File: src/sv/rfc_pkg.sv
`timescale 1ns / 1ps

package rfc_pkg;

    localparam int RFC_MAX_LEN    = 64;
    localparam int RFC_BYTE_W     = 8;
    localparam int RFC_RAILS_W    = 5;
    localparam int RFC_CFG_IDX_W  = 1;
    localparam int RFC_CFG_DATA_W = 5;

    localparam logic [RFC_RAILS_W-1:0]   RFC_RAILS_RESET = 5'd6;
    localparam logic [RFC_CFG_IDX_W-1:0] RFC_REG_RAILS   = 1'd0;
    localparam logic [RFC_CFG_IDX_W-1:0] RFC_REG_MODE    = 1'd1;

    // controller to datapath
    typedef struct packed {
        logic accept;
        logic gen_init;
        logic gen_adv;
        logic scat;
        logic rd;
        logic done;
    } t_cmd;

    // datapath to controller
    typedef struct packed {
        logic mode;
        logic gen_last;
    } t_sts;

endpackage

File: src/sv/rfc_ctrl.sv
`timescale 1ns / 1ps

module rfc_ctrl (
    input  logic          i_clk,
    input  logic          i_rst_n,
    input  logic          i_in_valid,
    input  logic          i_in_last,
    input  logic          i_out_ready,
    input  rfc_pkg::t_sts i_sts,
    output rfc_pkg::t_cmd o_cmd,
    output logic          o_in_ready,
    output logic          o_out_valid
);
    import rfc_pkg::*;

    typedef enum logic [2:0] {
        ST_LOAD,
        ST_SCAT,
        ST_DRAIN,
        ST_READ,
        ST_OUT
    } t_state;

    t_state r_state;
    t_state n_state;
    logic   r_in_ready;
    logic   r_out_valid;
    t_cmd   cmd;

    always_comb begin
        cmd     = '0;
        n_state = r_state;
        unique case (r_state)
            ST_LOAD: begin
                if (i_in_valid && r_in_ready) begin
                    cmd.accept = 1'b1;
                    if (i_in_last) begin
                        cmd.gen_init = 1'b1;
                        n_state      = i_sts.mode ? ST_SCAT : ST_READ;
                    end
                end
            end
            ST_SCAT: begin
                cmd.scat = 1'b1;
                if (i_sts.gen_last) begin
                    cmd.gen_init = 1'b1;
                    n_state      = ST_DRAIN;
                end else begin
                    cmd.gen_adv = 1'b1;
                end
            end
            ST_DRAIN: begin
                n_state = ST_READ;
            end
            ST_READ: begin
                cmd.rd  = 1'b1;
                n_state = ST_OUT;
            end
            ST_OUT: begin
                if (i_out_ready && r_out_valid) begin
                    if (i_sts.gen_last) begin
                        cmd.done = 1'b1;
                        n_state  = ST_LOAD;
                    end else begin
                        cmd.gen_adv = 1'b1;
                        n_state     = ST_READ;
                    end
                end
            end
            default: begin
                n_state = ST_LOAD;
            end
        endcase
    end

    always_ff @(posedge i_clk) begin
        if (!i_rst_n) begin
            r_state     <= ST_LOAD;
            r_in_ready  <= 1'b1;
            r_out_valid <= 1'b0;
        end else begin
            r_state     <= n_state;
            r_in_ready  <= (n_state == ST_LOAD);
            r_out_valid <= (n_state == ST_OUT);
        end
    end

    assign o_cmd       = cmd;
    assign o_in_ready  = r_in_ready;
    assign o_out_valid = r_out_valid;

endmodule

File: src/sv/rfc_dp.sv
`timescale 1ns / 1ps

module rfc_dp #(
    parameter int MAX_LEN = rfc_pkg::RFC_MAX_LEN
) (
    input  logic                                i_clk,
    input  logic                                i_rst_n,
    input  logic                                i_cfg_we,
    input  logic [rfc_pkg::RFC_CFG_IDX_W-1:0]   i_cfg_idx,
    input  logic [rfc_pkg::RFC_CFG_DATA_W-1:0]  i_cfg_data,
    input  rfc_pkg::t_cmd                       i_cmd,
    input  logic [rfc_pkg::RFC_BYTE_W-1:0]      i_in_byte,
    output rfc_pkg::t_sts                       o_sts,
    output logic [rfc_pkg::RFC_BYTE_W-1:0]      o_out_byte,
    output logic                                o_out_last,
    output logic                                o_overflow
);
    import rfc_pkg::*;

    localparam int AW = (MAX_LEN > 1) ? $clog2(MAX_LEN) : 1;
    localparam int CW = $clog2(MAX_LEN + 1);
    // position plus the widest rail step (twice the largest rail index)
    localparam int SW = RFC_RAILS_W + 1;
    localparam int PW = ((CW > SW) ? CW : SW) + 1;

    logic [RFC_BYTE_W-1:0] msg_mem  [MAX_LEN];
    logic [RFC_BYTE_W-1:0] scat_mem [MAX_LEN];

    logic [RFC_RAILS_W-1:0] r_rails;
    logic                   r_mode;
    logic [CW-1:0]          r_count;
    logic                   r_ovf;

    logic [RFC_RAILS_W-1:0] r_rail;
    logic [PW-1:0]          r_pos;
    logic                   r_phase;
    logic [CW-1:0]          r_k;

    logic                   r_scat_v;
    logic [AW-1:0]          r_scat_pos;
    logic [RFC_BYTE_W-1:0]  r_msg_q;
    logic [RFC_BYTE_W-1:0]  r_scat_q;

    logic [SW-1:0] down;
    logic [SW-1:0] up;
    logic [SW-1:0] step;
    logic [PW-1:0] nxt_pos;
    logic          pos_in;
    logic          room;
    logic [AW-1:0] msg_addr;

    // rail step selection
    always_comb begin
        down = {(r_rails - 5'd1 - r_rail), 1'b0};
        up   = {r_rail, 1'b0};
        if (r_rails < 5'd2) begin
            step = SW'(1);
        end else if (down == '0) begin
            step = up;
        end else if (up == '0) begin
            step = down;
        end else begin
            step = r_phase ? up : down;
        end
        nxt_pos = r_pos + PW'(step);
        pos_in  = (nxt_pos < PW'(r_count));
    end

    assign room     = (r_count < CW'(MAX_LEN));
    assign msg_addr = i_cmd.scat ? r_k[AW-1:0] : r_pos[AW-1:0];

    // configuration and message bookkeeping
    always_ff @(posedge i_clk) begin
        if (!i_rst_n) begin
            r_rails <= RFC_RAILS_RESET;
            r_mode  <= 1'b0;
            r_count <= '0;
            r_ovf   <= 1'b0;
        end else begin
            if (i_cfg_we) begin
                unique case (i_cfg_idx)
                    RFC_REG_RAILS: r_rails <= i_cfg_data;
                    RFC_REG_MODE:  r_mode  <= i_cfg_data[0];
                    default: ;
                endcase
            end
            if (i_cmd.done) begin
                r_count <= '0;
                r_ovf   <= 1'b0;
            end else if (i_cmd.accept) begin
                if (room) begin
                    r_count <= r_count + CW'(1);
                end else begin
                    r_ovf <= 1'b1;
                end
            end
        end
    end

    // visiting order generator
    always_ff @(posedge i_clk) begin
        if (!i_rst_n) begin
            r_rail  <= '0;
            r_pos   <= '0;
            r_phase <= 1'b0;
            r_k     <= '0;
        end else if (i_cmd.gen_init) begin
            r_rail  <= '0;
            r_pos   <= '0;
            r_phase <= 1'b0;
            r_k     <= '0;
        end else if (i_cmd.gen_adv) begin
            r_k <= r_k + CW'(1);
            if (pos_in) begin
                r_pos   <= nxt_pos;
                r_phase <= ~r_phase;
            end else begin
                r_rail  <= r_rail + 5'd1;
                r_pos   <= PW'(r_rail) + PW'(1);
                r_phase <= 1'b0;
            end
        end
    end

    always_ff @(posedge i_clk) begin
        if (!i_rst_n) begin
            r_scat_v <= 1'b0;
        end else begin
            r_scat_v <= i_cmd.scat;
        end
    end

    // message store
    always_ff @(posedge i_clk) begin
        if (i_cmd.accept && room) begin
            msg_mem[r_count[AW-1:0]] <= i_in_byte;
        end
        if (i_cmd.scat || i_cmd.rd) begin
            r_msg_q <= msg_mem[msg_addr];
        end
        r_scat_pos <= r_pos[AW-1:0];
    end

    // scatter store
    always_ff @(posedge i_clk) begin
        if (r_scat_v) begin
            scat_mem[r_scat_pos] <= r_msg_q;
        end
        if (i_cmd.rd) begin
            r_scat_q <= scat_mem[r_k[AW-1:0]];
        end
    end

    assign o_sts.mode     = r_mode;
    assign o_sts.gen_last = ((r_k + CW'(1)) == r_count);
    assign o_out_byte     = r_mode ? r_scat_q : r_msg_q;
    assign o_out_last     = o_sts.gen_last;
    assign o_overflow     = r_ovf;

endmodule

File: src/sv/rail_fence_cipher_unit.sv
// channel   direction  handshake                  payload
// cfg       in         i_cfg_we                   i_cfg_idx, i_cfg_data
// in        in         i_in_valid / o_in_ready    i_in_byte, i_in_last
// out       out        o_out_valid / i_out_ready  o_out_byte, o_out_last, o_overflow
//
// loading takes one cycle per byte; input is held off from the last byte until
// the last result transaction completes
// encipher reads each byte from the message store in a read state and offers it in an output state; the
// order generator steps when a byte is taken. decipher first scatters the n bytes, then drains, then emits alike
// reset is synchronous, active low; rails resets to 6, encipher mode
// a stalled output holds its byte until taken
`timescale 1ns / 1ps

module rail_fence_cipher_unit #(
    parameter int MAX_LEN = rfc_pkg::RFC_MAX_LEN
) (
    input  logic                               i_clk,
    input  logic                               i_rst_n,
    input  logic                               i_cfg_we,
    input  logic [rfc_pkg::RFC_CFG_IDX_W-1:0]  i_cfg_idx,
    input  logic [rfc_pkg::RFC_CFG_DATA_W-1:0] i_cfg_data,
    input  logic                               i_in_valid,
    output logic                               o_in_ready,
    input  logic [rfc_pkg::RFC_BYTE_W-1:0]     i_in_byte,
    input  logic                               i_in_last,
    output logic                               o_out_valid,
    input  logic                               i_out_ready,
    output logic [rfc_pkg::RFC_BYTE_W-1:0]     o_out_byte,
    output logic                               o_out_last,
    output logic                               o_overflow
);
    import rfc_pkg::*;

    t_cmd cmd;
    t_sts sts;

    rfc_ctrl u_ctrl (
        .i_clk       (i_clk),
        .i_rst_n     (i_rst_n),
        .i_in_valid  (i_in_valid),
        .i_in_last   (i_in_last),
        .i_out_ready (i_out_ready),
        .i_sts       (sts),
        .o_cmd       (cmd),
        .o_in_ready  (o_in_ready),
        .o_out_valid (o_out_valid)
    );

    rfc_dp #(
        .MAX_LEN (MAX_LEN)
    ) u_dp (
        .i_clk      (i_clk),
        .i_rst_n    (i_rst_n),
        .i_cfg_we   (i_cfg_we),
        .i_cfg_idx  (i_cfg_idx),
        .i_cfg_data (i_cfg_data),
        .i_cmd      (cmd),
        .i_in_byte  (i_in_byte),
        .o_sts      (sts),
        .o_out_byte (o_out_byte),
        .o_out_last (o_out_last),
        .o_overflow (o_overflow)
    );

    a_no_overlap: assert property (@(posedge i_clk) disable iff (!i_rst_n)
        !(o_in_ready && o_out_valid))
        else $error("input and output open together");

    a_last_in_closes: assert property (@(posedge i_clk) disable iff (!i_rst_n)
        (i_in_valid && o_in_ready && i_in_last) |=> !o_in_ready)
        else $error("input still open after last byte");

    a_last_out_reopens: assert property (@(posedge i_clk) disable iff (!i_rst_n)
        (o_out_valid && i_out_ready && o_out_last) |=> (o_in_ready && !o_out_valid))
        else $error("input not reopened after last result");

endmodule
File: config.mk
export PLATFORM = sky130hd
export DESIGN_NAME = rail_fence_cipher_unit
export DESIGN_NICKNAME = d
export VERILOG_FILES = /design/src/sv/rfc_pkg.sv /design/src/sv/rfc_ctrl.sv /design/src/sv/rfc_dp.sv /design/src/sv/rail_fence_cipher_unit.sv
export SDC_FILE = /design/constraint.sdc
export NUM_CORES = 1
export LEC_CHECK = 0
export ABC_AREA = 0
export BUFFER_PORTS_ARGS = -buffer_cell sky130_fd_sc_hd__buf_4
export CAP_MARGIN = 20
export CORE_MARGIN = 2
export CORE_UTILIZATION = 60
export DETAILED_ROUTE_END_ITERATION = 8
export PLACE_DENSITY = 0.76
export SLEW_MARGIN = 0
export SYNTH_ARGS = -nofsm -noshare
export SYNTH_HDL_FRONTEND = slang
export SYNTH_SLANG_ARGS = --single-unit
File: constraint.sdc
create_clock -name i_clk -period 6.9 [get_ports i_clk]
set_input_delay 1.38 -clock i_clk [delete_from_list [all_inputs] [get_ports i_clk]]
set_output_delay 1.38 -clock i_clk [all_outputs]
set_load 0.01 [all_outputs]
==> impl_metrics.toml <==
[worst_setup_path]
r2r_end = "u_dp.r_pos[6]"
path_class = "reg -> reg"
worst-r2r-cell-count = 22
cell_occurring_most_often_along_the_worst_timing_path = "sky130_fd_sc_hd__a21oi_1"
worst-path-stages = 22
critical_r2r_launch = "u_dp.r_rail[0]"
path_delay_family = "compound AO/OA/AOI/OAI gates"
critical_path.cell_chain = "inv_1 -> ha_1 -> inv_1 -> fa_1 -> inv_1 -> a21o_1 -> a21oi_1 -> xnor3_1 -> a21oi_1 -> mux2i_1 -> nor2_1 -> fa_1 -> a21o_1 -> a21oi_1 -> o21ai_0 -> xor2_1 -> ha_1 -> o2111ai_1 -> a21oi_1 -> and4b_1 -> or4bb_1 -> a21oi_1"
worst-path-buf-inv = 3
crit_path_max_fanout = 15
cp_slowest_cell = "sky130_fd_sc_hd__and4b_1"
reg2reg_setup_slack_ps = 1270
req_time_crit_path_ps = 7490
largest_stage_delay_on_the_critical_path_ps = 630
category_of_the_worst_setup_path_capture_point = "flip-flop"
critical_path_arrival_ps = 6230
worstSetupStartpointType = "flip-flop"

[cells_and_area]
fin_nets = 2603
layout_cell_share_with_drive_strength_beyond_1 = 0.167
register_area_um2 = 32200
count_of_filler_cells_inserted_in_the_layout = 4554
fin_area_um2 = 48800
instances_no_fill = 3612
area_delta_synth_final_pct = 10.7
multi_input_area_um2 = 11200

[synthesis]
synth-edff-count = 1040
synth_cell_type_count = 70
synth_top_cell_by_area = "sky130_fd_sc_hd__edfxtp_1"
synth.area.top_cells = "sky130_fd_sc_hd__edfxtp_1 (71%), sky130_fd_sc_hd__mux4_2 (8.6%), sky130_fd_sc_hd__mux2i_1 (5.4%), sky130_fd_sc_hd__dfxtp_1 (2.1%), sky130_fd_sc_hd__nand2_1 (2.0%)"
synth_xor_xnor_area_share = 0.00687
syn_inst = 2528
adder_and_majority_cell_fraction_of_the_synthesized_area = 0.00658
cell_types_with_the_highest_counts_after_synthesis = "sky130_fd_sc_hd__edfxtp_1 (1040), sky130_fd_sc_hd__mux2i_1 (240), sky130_fd_sc_hd__nand2_1 (234)"
synth.yosys.seq_area_share = 0.730
avg_synthesized_cell_area_um2 = 17.4
mappedNetlistArea_um2 = 44100
synth_flop_cell = "sky130_fd_sc_hd__edfxtp_1"
fraction_of_synthesized_cell_area_taken_by_the_top_area_cell_type = 0.708
warnings_synthesis = 0
muxShareOfSynthArea = 0.149
synthMostInstantiatedCell = "sky130_fd_sc_hd__edfxtp_1"
mappedNetlistNets = 2570
synthSimpleGateAreaFrac = 0.0672
postSynthRegisterBits = 1087
synth_top_family_by_area = "multiplexers"
asyncSetResetFlopFracSynth = 0
synth-compound-area-share = 0.0234

[detailed_routing]
first_pass_iters = 6
vias_per_cell = 6.52
drt-wirelength-per-cell_um = 27.7
dr_vias = 23555
drt_drc_violations_left = 0
routed_wl_mm = 99.9
drt-initial-drc-count = 2885
postRouteAntennaNets = 0

[status]
status = "finished, final reports clean"

[place]
gp_routability_congestion = 0.900
placed_area_um2 = 45100
io_buffers = 31
placed_cells_incl_taps = 3412
final_hpwl_from_detailed_placement_mm = 58.2

[global_routing]
antenna_violations_before_repair = 2
groute.usage.overall = 0.268
largest_net_degree_at_the_start_of_global_routing = 129
via_count_of_the_first_global_routing_pass = 23384
grt_overflow = 0
grt_pass1_wl_mm = 149

[timing]
setup-violations-final = 0
report.final.slew_viol_count = 0
timing.final.crit_period_ps = 5630
fmaxAchievable_ghz = 0.178
layout_worst_path_cycle_share = 0.816
setup_repair_after_global_routing_missed_its_margin = "no"
fin_worst_skew_ps = 57.4
maxSlewHeadroom = 0.0965
worst_slew_pin_slew_ps = 1360
report.final.hold_viol_count = 0
fin_tns_setup_ps = 0

[floorplan]
fp.dieW_um = 275
fp.coreArea_um2 = 72800
top_level_ports = 32
die_h_um = 275
fp.dieArea_um2 = 75700
core.rowCount = 99
start_util = 0.605

[cts]
tritoncts_clock_tree = "yes"
h_tree_depth = 3
cts.clk_slew.worst_paths_ps = 70
clock_sinks = 1087
cts_resized = 0
cts.root.buffer_cell = "sky130_fd_sc_hd__clkbuf_16"
cts-hold-fix-buffers = 0
ctsLongestPathBuffers = 3
post_cts.repair.setup_buffers = 0
cts_made_buffers = 105
clock_latency_ps = 690

[power]
ir_worst_vdd_uv = 313
power_leakage_nw = 15.7
power_per_cell_area_nw_per_um2 = 349

[job]
timing.max_cap.violations = 0

[worst_hold_path]
worst_hold_path_type = "reg -> reg"
hold_crit_start = "u_dp.r_pos[7]"
min_to = "u_dp.r_pos[7]"
hold_path_depth = 2
## report_power, final
part,leakage (nW),total (mW),internal (mW),switching (mW)
registers,9.73,7.81,7.68,0.125
clock network,1.78,6.06,3.53,2.53
logic,4.19,3.15,1.22,1.93
total,15.7,17.0,12.4,4.59
## logic make-up (layout without fill, tap and decap cells)
| family | Yosys count | count (layout) |
|---|---|---|
| multiplexers | 439 | 439 |
| AND/OR/NAND/NOR | 634 | 634 |
| adder cells (fa/ha/maj) | 22 | 22 |
| buffers and inverters | 150 | 274 |
| XOR/XNOR | 33 | 33 |
| AO/OA/AOI/OAI | 163 | 163 |
| flip-flops | 1087 | 1087 |
| other | 0 | 1 |
## layer usage
metal	track usage	vias to the layer above	share of wire
met5	0	-	0
met4	0.0881	0	0.033
met1	0.379	12021	0.39
li1	-	9993	-
met3	0.0511	230	0.091
met2	0.428	1311	0.48
## worst min-delay path, cell delays in order, from the launching register on
cell and delay [ps]:
sky130_fd_sc_hd__dfxtp_1 340, sky130_fd_sc_hd__nand2_1 70, sky130_fd_sc_hd__nor2_1 30
## cells in the final DEF, fill, tap and decap left out, types with 23 or more instances in the layout
cell type	Yosys	layout
sky130_fd_sc_hd__nor2_1	170	170
sky130_fd_sc_hd__a21oi_1	36	36
sky130_fd_sc_hd__dfxtp_1	47	44
sky130_fd_sc_hd__o22ai_1	24	24
sky130_fd_sc_hd__nand3_1	64	64
sky130_fd_sc_hd__o21ai_0	33	33
sky130_fd_sc_hd__mux4_2	168	168
sky130_fd_sc_hd__clkbuf_16	0	105
sky130_fd_sc_hd__and3_1	58	58
sky130_fd_sc_hd__buf_4	15	53
sky130_fd_sc_hd__nand2_1	234	234
sky130_fd_sc_hd__mux2_2	26	26
sky130_fd_sc_hd__edfxtp_1	1040	1040
sky130_fd_sc_hd__clkinv_2	0	23
sky130_fd_sc_hd__mux2i_1	240	239
## sequential cells by signal, indices dropped and copies added, names as in the netlist, 3 cells and up
name / flops
u_dp.scat_mem: 512
u_dp.r_pos: 8
u_dp.r_rails: 5
u_dp.r_k: 7
u_dp.r_msg_q: 8
u_dp.r_scat_pos: 6
u_dp.r_count: 7
u_dp.msg_mem: 512
u_ctrl.r_state: 3
u_dp.r_scat_q: 8
u_dp.r_rail: 5
## worst max path at each step
stage / from / to / slack (ps)
final: u_dp.r_rail[0] / u_dp.r_pos[6] / 1270
after floorplan: u_dp.r_rail[0] / u_dp.r_pos[4] / 1930
after global routing: u_dp.r_rail[0] / u_dp.r_pos[6] / 840
after CTS: u_dp.r_rail[0] / u_dp.r_pos[6] / 1300
after global placement: u_dp.r_rail[0] / u_dp.r_pos[6] / 1480
after detailed placement: u_dp.r_rail[0] / u_dp.r_pos[6] / 1340
## cell type report
class	instances	area share
Antenna cell	1	0.0000513
Clock buffer	118	0.0548
Clock inverter	80	0.0205
Inverter	18	0.00138
Multi-Input combinational cell	1291	0.229
Sequential cell	1087	0.659
Tap cell	959	0.0246
Timing Repair Buffer	58	0.0104
## stage by stage
step | power, mW | setup WS, ps | hold slack, ps | util
4_1_cts | 17.0 | 1300 | 480 | 0.670
6_report | 17.0 | 1270 | 484 | 0.670
3_3_place_gp | 10.9 | 1480 | 461 | 0.619
2_1_floorplan | 10.1 | 1930 | 379 | -
3_5_place_dp | 11.0 | 1340 | 469 | 0.619
5_1_grt | 17.5 | 839 | 496 | 0.670
Note: power is estimated with default switching activity, not from simulation.
